[src/nfsa_pkg.sv]
// ----------------------------------------------------------------------------
// nfsa_pkg: shared types and constants for the next-fit slot allocator
// Holds the status codes, field widths and state machine encoding.
// ----------------------------------------------------------------------------
`default_nettype none
package nfsa_pkg;
  localparam int unsigned DefPoolSlots = 1024;
  localparam int unsigned WordW        = 32;
  localparam int unsigned SlotW        = 10;
  localparam int unsigned CountW       = 11;
  localparam int unsigned StatusW      = 2;

  typedef enum logic [StatusW-1:0] {
    ST_ALLOCATED = 2'd0,
    ST_EXHAUSTED = 2'd1,
    ST_RELEASED  = 2'd2,
    ST_BADINDEX  = 2'd3
  } status_e;

  typedef enum logic {
    OP_ALLOC   = 1'b0,
    OP_RELEASE = 1'b1
  } op_e;

  typedef enum logic [2:0] {
    S_CLEAR,
    S_IDLE,
    S_READ,
    S_EVAL,
    S_OUT
  } state_e;
endpackage
`default_nettype wire

[src/next_fit_slot_allocator_core.sv]
// Sequencing: an in-range release passes through the read and evaluate states to its
//   result, an out-of-range release goes straight to it; an allocate reads bitmap words until a
//   free slot is found or the search ends (start word read twice, one 32-slot word a read).
// Throughput: one item at a time; the next item is taken once the result leaves.
// Reset: asynchronous; afterwards a clearing pass writes every bitmap word, one
//   per cycle, during which no item is accepted.
// ----------------------------------------------------------------------------
// next_fit_slot_allocator_core: next-fit bitmap slot allocator
// Used bitmap lives in a word-wide RAM; read-modify-write per request with a
// word-by-word wrapping search from the next-fit pointer.
// ----------------------------------------------------------------------------
`default_nettype none
module next_fit_slot_allocator_core #(
  parameter int unsigned POOL_SLOTS = nfsa_pkg::DefPoolSlots
) (
  input  wire logic                         clk_i,
  input  wire logic                         rst_ni,
  input  wire logic                         in_valid_i,
  output logic                              in_ready_o,
  input  wire logic                         operation_i,
  input  wire logic [nfsa_pkg::SlotW-1:0]   slot_index_i,
  output logic                              out_valid_o,
  input  wire logic                         out_ready_i,
  output logic [nfsa_pkg::StatusW-1:0]      status_o,
  output logic [nfsa_pkg::SlotW-1:0]        granted_slot_o,
  output logic [nfsa_pkg::CountW-1:0]       slots_in_use_o
);
  localparam int unsigned WordW  = nfsa_pkg::WordW;
  localparam int unsigned Words  = (POOL_SLOTS + WordW - 1) / WordW;
  localparam int unsigned AddrW  = (Words > 1) ? $clog2(Words) : 1;
  localparam int unsigned BitW   = $clog2(WordW);
  localparam int unsigned PtrW   = ($clog2(POOL_SLOTS) > BitW) ? $clog2(POOL_SLOTS) : BitW;
  localparam int unsigned CntW   = $clog2(POOL_SLOTS + 1);
  localparam int unsigned WCntW  = $clog2(Words + 2);

  // bitmap RAM, registered read
  logic [WordW-1:0] mem [Words];
  logic [WordW-1:0] rdata_q;
  logic             we;
  logic [AddrW-1:0] waddr, raddr;
  logic [WordW-1:0] wdata;

  always_ff @(posedge clk_i) begin
    if (we) mem[waddr] <= wdata;
    rdata_q <= mem[raddr];
  end

  nfsa_pkg::state_e state_q, state_d;
  logic [AddrW-1:0] addr_q, addr_d;
  logic [WCntW-1:0] wcnt_q, wcnt_d;
  logic             first_q, first_d;
  logic             op_q;
  logic [nfsa_pkg::SlotW-1:0] idx_q;
  logic [PtrW-1:0]  start_q, start_d;
  logic [CntW-1:0]  count_q, count_d;
  logic [nfsa_pkg::StatusW-1:0] st_q, st_d;
  logic [PtrW-1:0]  slot_q, slot_d;

  // valid slots in the word being examined: in pool, and at or after start on
  // the first visit, below start on the second visit of the start word
  logic [WordW-1:0] mask, cand, lowm;
  logic             found;
  logic [BitW-1:0]  bitpos;
  logic [PtrW+BitW:0] abs_slot;

  always_comb begin
    mask   = '0;
    lowm   = '0;
    bitpos = '0;
    for (int b = 0; b < WordW; b++) begin
      mask[b] = ((int'(addr_q) * WordW + b) < POOL_SLOTS);
      lowm[b] = (b < int'(start_q[BitW-1:0]));
    end
    cand = ~rdata_q & mask;
    // on the first visit of the start word the low part is searched last
    if (first_q && wcnt_q == '0) cand = cand & ~lowm;
    if (wcnt_q == WCntW'(Words)) cand = cand & lowm;
    found = |cand;
    for (int b = WordW - 1; b >= 0; b--) begin
      if (cand[b]) bitpos = BitW'(b);
    end
    abs_slot = {(PtrW+1)'(addr_q), bitpos};
  end

  logic [AddrW-1:0] rel_addr;
  logic [BitW-1:0]  rel_bit;
  assign rel_addr = AddrW'(idx_q >> BitW);
  assign rel_bit  = idx_q[BitW-1:0];

  always_comb begin
    state_d = state_q;
    addr_d  = addr_q;
    wcnt_d  = wcnt_q;
    first_d = first_q;
    start_d = start_q;
    count_d = count_q;
    st_d    = st_q;
    slot_d  = slot_q;
    we      = 1'b0;
    waddr   = addr_q;
    wdata   = '0;
    raddr   = addr_q;
    in_ready_o  = 1'b0;
    out_valid_o = 1'b0;
    case (state_q)
      nfsa_pkg::S_CLEAR: begin
        we = 1'b1;
        if (addr_q == AddrW'(Words - 1)) begin
          state_d = nfsa_pkg::S_IDLE;
        end else begin
          addr_d = addr_q + 1'b1;
        end
      end
      nfsa_pkg::S_IDLE: begin
        in_ready_o = 1'b1;
        first_d    = 1'b1;
        wcnt_d     = '0;
        addr_d     = AddrW'(start_q >> BitW);
        if (in_valid_i) begin
          if (operation_i == nfsa_pkg::OP_RELEASE) begin
            addr_d = AddrW'(slot_index_i >> BitW);
            if (32'(slot_index_i) >= POOL_SLOTS) begin
              st_d    = nfsa_pkg::ST_BADINDEX;
              slot_d  = '0;
              state_d = nfsa_pkg::S_OUT;
            end else begin
              state_d = nfsa_pkg::S_READ;
            end
          end else begin
            state_d = nfsa_pkg::S_READ;
          end
        end
      end
      nfsa_pkg::S_READ: begin
        raddr   = addr_q;
        state_d = nfsa_pkg::S_EVAL;
      end
      nfsa_pkg::S_EVAL: begin
        if (op_q == nfsa_pkg::OP_RELEASE) begin
          we    = 1'b1;
          waddr = rel_addr;
          wdata = rdata_q & ~(WordW'(1) << rel_bit);
          if (rdata_q[rel_bit] && count_q != '0) count_d = count_q - 1'b1;
          st_d    = nfsa_pkg::ST_RELEASED;
          slot_d  = '0;
          state_d = nfsa_pkg::S_OUT;
        end else if (found) begin
          we      = 1'b1;
          wdata   = rdata_q | (WordW'(1) << bitpos);
          count_d = count_q + 1'b1;
          st_d    = nfsa_pkg::ST_ALLOCATED;
          slot_d  = PtrW'(abs_slot);
          start_d = (32'(abs_slot) + 1 >= POOL_SLOTS) ? '0 : PtrW'(abs_slot + 1'b1);
          state_d = nfsa_pkg::S_OUT;
        end else if (wcnt_q == WCntW'(Words)) begin
          st_d    = nfsa_pkg::ST_EXHAUSTED;
          slot_d  = '0;
          state_d = nfsa_pkg::S_OUT;
        end else begin
          // next word, wrapping; the start word is visited again at the end
          addr_d  = (addr_q == AddrW'(Words - 1)) ? '0 : addr_q + 1'b1;
          wcnt_d  = wcnt_q + 1'b1;
          first_d = 1'b0;
          state_d = nfsa_pkg::S_READ;
        end
      end
      nfsa_pkg::S_OUT: begin
        out_valid_o = 1'b1;
        if (out_ready_i) state_d = nfsa_pkg::S_IDLE;
      end
      default: state_d = nfsa_pkg::S_IDLE;
    endcase
  end

  always_ff @(posedge clk_i or negedge rst_ni) begin
    if (!rst_ni) begin
      state_q <= nfsa_pkg::S_CLEAR;
      addr_q  <= '0;
      wcnt_q  <= '0;
      first_q <= 1'b1;
      start_q <= '0;
      count_q <= '0;
    end else begin
      state_q <= state_d;
      addr_q  <= addr_d;
      wcnt_q  <= wcnt_d;
      first_q <= first_d;
      start_q <= start_d;
      count_q <= count_d;
    end
  end

  // request and result payload
  always_ff @(posedge clk_i) begin
    if (in_valid_i && in_ready_o) begin
      op_q  <= operation_i;
      idx_q <= slot_index_i;
    end
    st_q   <= st_d;
    slot_q <= slot_d;
  end

  assign status_o       = st_q;
  assign granted_slot_o = nfsa_pkg::SlotW'(slot_q);
  assign slots_in_use_o = nfsa_pkg::CountW'(count_q);
endmodule
`default_nettype wire

[config.mk]
export PLATFORM = sky130hd
export DESIGN_NAME = next_fit_slot_allocator_core
export DESIGN_NICKNAME = d
export VERILOG_FILES = /design/src/nfsa_pkg.sv /design/src/next_fit_slot_allocator_core.sv
export SDC_FILE = /design/constraint.sdc
export NUM_CORES = 1
export LEC_CHECK = 0
export ABC_AREA = 0
export BUFFER_PORTS_ARGS = -buffer_cell sky130_fd_sc_hd__buf_2
export CAP_MARGIN = 20
export CORE_ASPECT_RATIO = 1.25
export CORE_UTILIZATION = 40
export DETAILED_ROUTE_END_ITERATION = 6
export HOLD_SLACK_MARGIN = 0.06
export SLEW_MARGIN = 40
export SYNTH_ARGS = -nofsm -noshare
export SYNTH_HDL_FRONTEND = slang
export SYNTH_SLANG_ARGS = --single-unit
[constraint.sdc]
create_clock -name clk_i -period 6.1 [get_ports clk_i]
set_clock_uncertainty 0.1 [all_clocks]
set_input_delay 0.61 -clock clk_i [delete_from_list [all_inputs] [get_ports clk_i]]
set_output_delay 0.61 -clock clk_i [all_outputs]
set_load 0.01 [all_outputs]
==> flow_metrics.py <==
metrics = {
    "floorplan": {
        "initial_core_util_pct": 40.36,
        "die_y_um": 377.2,
        "fp.dieArea_um2": 113900,
        "io_pins": 40,
        "core_area_um2": 111600,
        "die_w_um": 302.1,
        "rows": 137,
    },
    "synthesis": {
        "syn_inst": 2285,
        "synth_top_family_by_area": "multiplexers",
        "synth_commonest_cells": "edfxtp_1, mux4_2, nand2_1, nor2_1, clkbuf_1",
        "yosys.area_share.xor_xnor_pct": 0.3112,
        "synth_top_cell_area_share_pct": 69.81,
        "ys_top_cells_by_area": "edfxtp_1, mux4_2, dfrtp_1",
        "avgSynthCellArea_um2": 19.71,
        "syn_area_um2": 45040,
        "ys_ff_latch": 1115,
        "synth_compound_area_share_pct": 3.667,
        "muxShareOfSynthArea_pct": 16.75,
        "synth_fa_ha_area_share_pct": 0.5723,
        "ys_warn_count": 0,
        "yosys.area.top_type": "edfxtp_1",
        "yosysSeqAreaShare_pct": 73.24,
        "synth_edf_count": 1047,
        "syn_nets": 2320,
        "synth_flop_cell": "edfxtp_1",
        "yosysUniqueCellTypes": 83,
        "synth.most_common_cell": "edfxtp_1",
        "synth-simple-area-share_pct": 4.131,
        "synth-async-reset-ratio_pct": 3.229,
    },
    "routing": {
        "vias": 23281,
        "wl_um": 117800,
        "wl_per_cell_um": 29.71,
        "drc_errors": 0,
        "vias_per_cell": 5.873,
        "ant_nets": 0,
        "drt_iter0_markers": 2392,
        "first_pass_iters": 5,
    },
    "timing": {
        "rsz0062_at_grt": "false",
        "fin_crit_ps": 5460,
        "hold_viol": 0,
        "min_period_over_period_pct": 89.50,
        "setup_slack_ps": 640.3,
        "hold_ws_ps": 168.9,
        "tightest_slew_ps": 841.1,
        "slew_headroom_pct": 43.93,
        "slew_viol_final": 0,
        "fin_setup_tns_ps": 0,
        "finalSetupViolCount": 0,
        "max_freq_mhz": 183.2,
    },
    "power_and_ir_drop": {
        "power_frac_clock_pct": 26.4,
        "power.total_uw": 24190,
        "power_frac_comb_pct": 31.6,
        "cellPowerDensity_nw_per_um2": 468.5,
        "leakage_uw": 0.01671,
        "p_sw_uw": 7943,
        "peakVddDrop_mv": 0.2591,
        "power_switching_share_pct": 32.84,
        "p_int_uw": 16240,
        "power_frac_seq_pct": 42.1,
    },
    "worst_hold_path": {
        "min_from": "in_valid_i",
        "min_path_cells": 3,
        "hp-class": "in2reg",
    },
    "clock_tree": {
        "cts_resized": 0,
        "cts_root_buf": "clkbuf_16",
        "cts_tree": "built",
        "post-cts-setup-buffers": 0,
        "clock_sinks": 1115,
        "insertion_delay_ps": 710,
        "cts_made_buffers": 103,
        "cts_hold_buf": 13,
        "clk_pin_slew_ps": 60,
        "cts_buffer_depth": 3,
        "htreeDepth": 3,
    },
    "placed_design": {
        "hpwlAfterDp_um": 71800,
        "gp_congestion": 0.8743,
        "placed_area_um2": 48070,
        "place_ws_ps": 730.9,
        "io_buffers": 39,
    },
    "finish": {
        "syn_to_final_growth_pct": 14.62,
        "layout-drive-gt1-share_pct": 28.14,
        "final_area_um2": 51620,
        "antenna_cells": 0,
        "fill_cells": 9161,
        "regArea_um2": 33000,
        "multiInputGateArea_um2": 11850,
        "nets": 2454,
    },
    "worst_setup_path": {
        "cpPeakStageDelay_ps": 910,
        "r2r_cells": 14,
        "timing.rr.start": "wcnt_q[0]$_DFFE_PN0P_",
        "path_class": "reg2reg",
        "cp_num_cells": 14,
        "worstPathMaxFanout": 26,
        "crit_start": "wcnt_q[0]$_DFFE_PN0P_",
        "cp-start-kind": "flip-flop",
        "cp_slowest_cell": "or4b_2",
        "cp_num_buf_inv": 3,
        "crit_required_ps": 6450,
        "end_kind": "flip-flop",
        "critPathArrivalTime_ps": 5810,
        "path_cells": "inv_1 > ha_1 > or4b_2 > nor2_8 > a311oi_1 > or4_4 > nor4_4 > a311oi_1 > nor2_1 > nor2_1 > nand2_1 > nor2_4 > buf_16 > buf_16",
        "cp_top_family": "simple AND/OR/NAND/NOR gates",
    },
    "global_routing": {
        "grt_pass1_vias": 24188,
        "overflow": 0,
        "antenna_found_initial": 0,
        "grt_pass1_wl_um": 171600,
        "grt_max_degree": 91,
        "track_usage_pct": 21.11,
    },
    "outcome": {
        "status": "completed",
    },
    "flow_run": {
        "drv_cap": 0,
    },
}
==> worst register-to-register path: cells and delay by family (launching register included) <==
kind                       cells  cell delay [ps]
AOI/OAI and AO/OA              2              430
buffers and inverters          3              490
adders and majority gates      1              160
DFF                            1              420
and+or+nand+nor                8             3630
==> final cells by class <==
type	instances	share of cell area [%]
well taps	1459	3.536
inverters	28	0.2084
multi-input cells	1016	22.96
clock buffers	139	5.374
clock inverters	52	1.093
repair buffers	155	2.901
flip-flops and latches	1115	63.93
==> cell families (layout without fill, tap and decap cells) <==
group / Yosys count / count (layout)
flip-flops: 1115 / 1115
AND/OR/NAND/NOR: 388 / 388
multiplexers: 341 / 341
AO/OA/AOI/OAI: 251 / 251
buffers and inverters: 154 / 374
adder cells (fa/ha/maj): 20 / 20
XOR/XNOR: 16 / 16
==> layout by cell type, fill, tap and decap left out, drive strengths merged, types with 5 or more instances in the layout <==
master,instances
nor3,30
nand2,162
xor2,6
clkinv,38
dlygate4sd3,13
o21a,7
dfrtp,35
a31oi,16
a211o,13
a211oi,32
ha,19
nor2,101
dfxtp,32
bufinv,9
nor4,12
nand4,7
o2111ai,5
nand2b,9
o31ai,7
and3,7
mux4,330
and2,10
inv,32
edfxtp,1047
mux2i,10
o21ai,74
xnor2,10
nor2b,8
a21oi,41
clkbuf,139
nand3,15
buf,142
o211ai,17
==> routing by layer <==
layer	part of all wire (%)	up-vias	GRT usage, %
met3	5.3	190	2.608
met2	51	818	36.15
met4	3.5	0	7.852
li1	-	9712	-
met1	40	12561	27.46
met5	0	-	0
==> flip-flops by register name, indices dropped and copies added, names as in the netlist <==
signal,cells
addr_q,5
first_q,1
granted_slot_o,10
idx_q,10
mem,1024
op_q,1
rdata_q,32
slots_in_use_o,11
start_q,10
state_q,3
status_o,2
wcnt_q,6
==> path summary, 6_finish.rpt <==
kind | endpoint | slack (ps)
worst max-delay path | mem[7][7]$_DFFE_PP_ | 640
min in group asynchronous | start_q[5]$_DFFE_PN0P_ | 330
worst max register to register | mem[7][7]$_DFFE_PP_ | 640
max in group asynchronous | addr_q[3]$_DFFE_PN0P_ | 5180
worst min register to register | first_q$_DFFE_PN1P_ | 370
worst min-delay path | state_q[1]$_DFFE_PN0P_ | 170
==> power by group through the flow <==
stage                     logic [µW]  clock network [µW]  registers, µW
final                           7640                6380          10200
after global routing            8140                6770          10200
after CTS                       7700                6500          10200
after detailed placement        7670                   0          10300
after global placement          7460                   0          10300
after floorplan                 5130                   0           9820
==> per-stage QoR <==
| stage | cells | utilization (%) |
|---|---|---|
| after floorplan | 2285 | - |
| after global placement | 3739 | 42.69 |
| after detailed placement | 3758 | 43.08 |
| after CTS | 3962 | 46.18 |
| after global routing | 3964 | 46.26 |
| final | 3964 | 46.26 |
(Power assumes the default switching activity.)
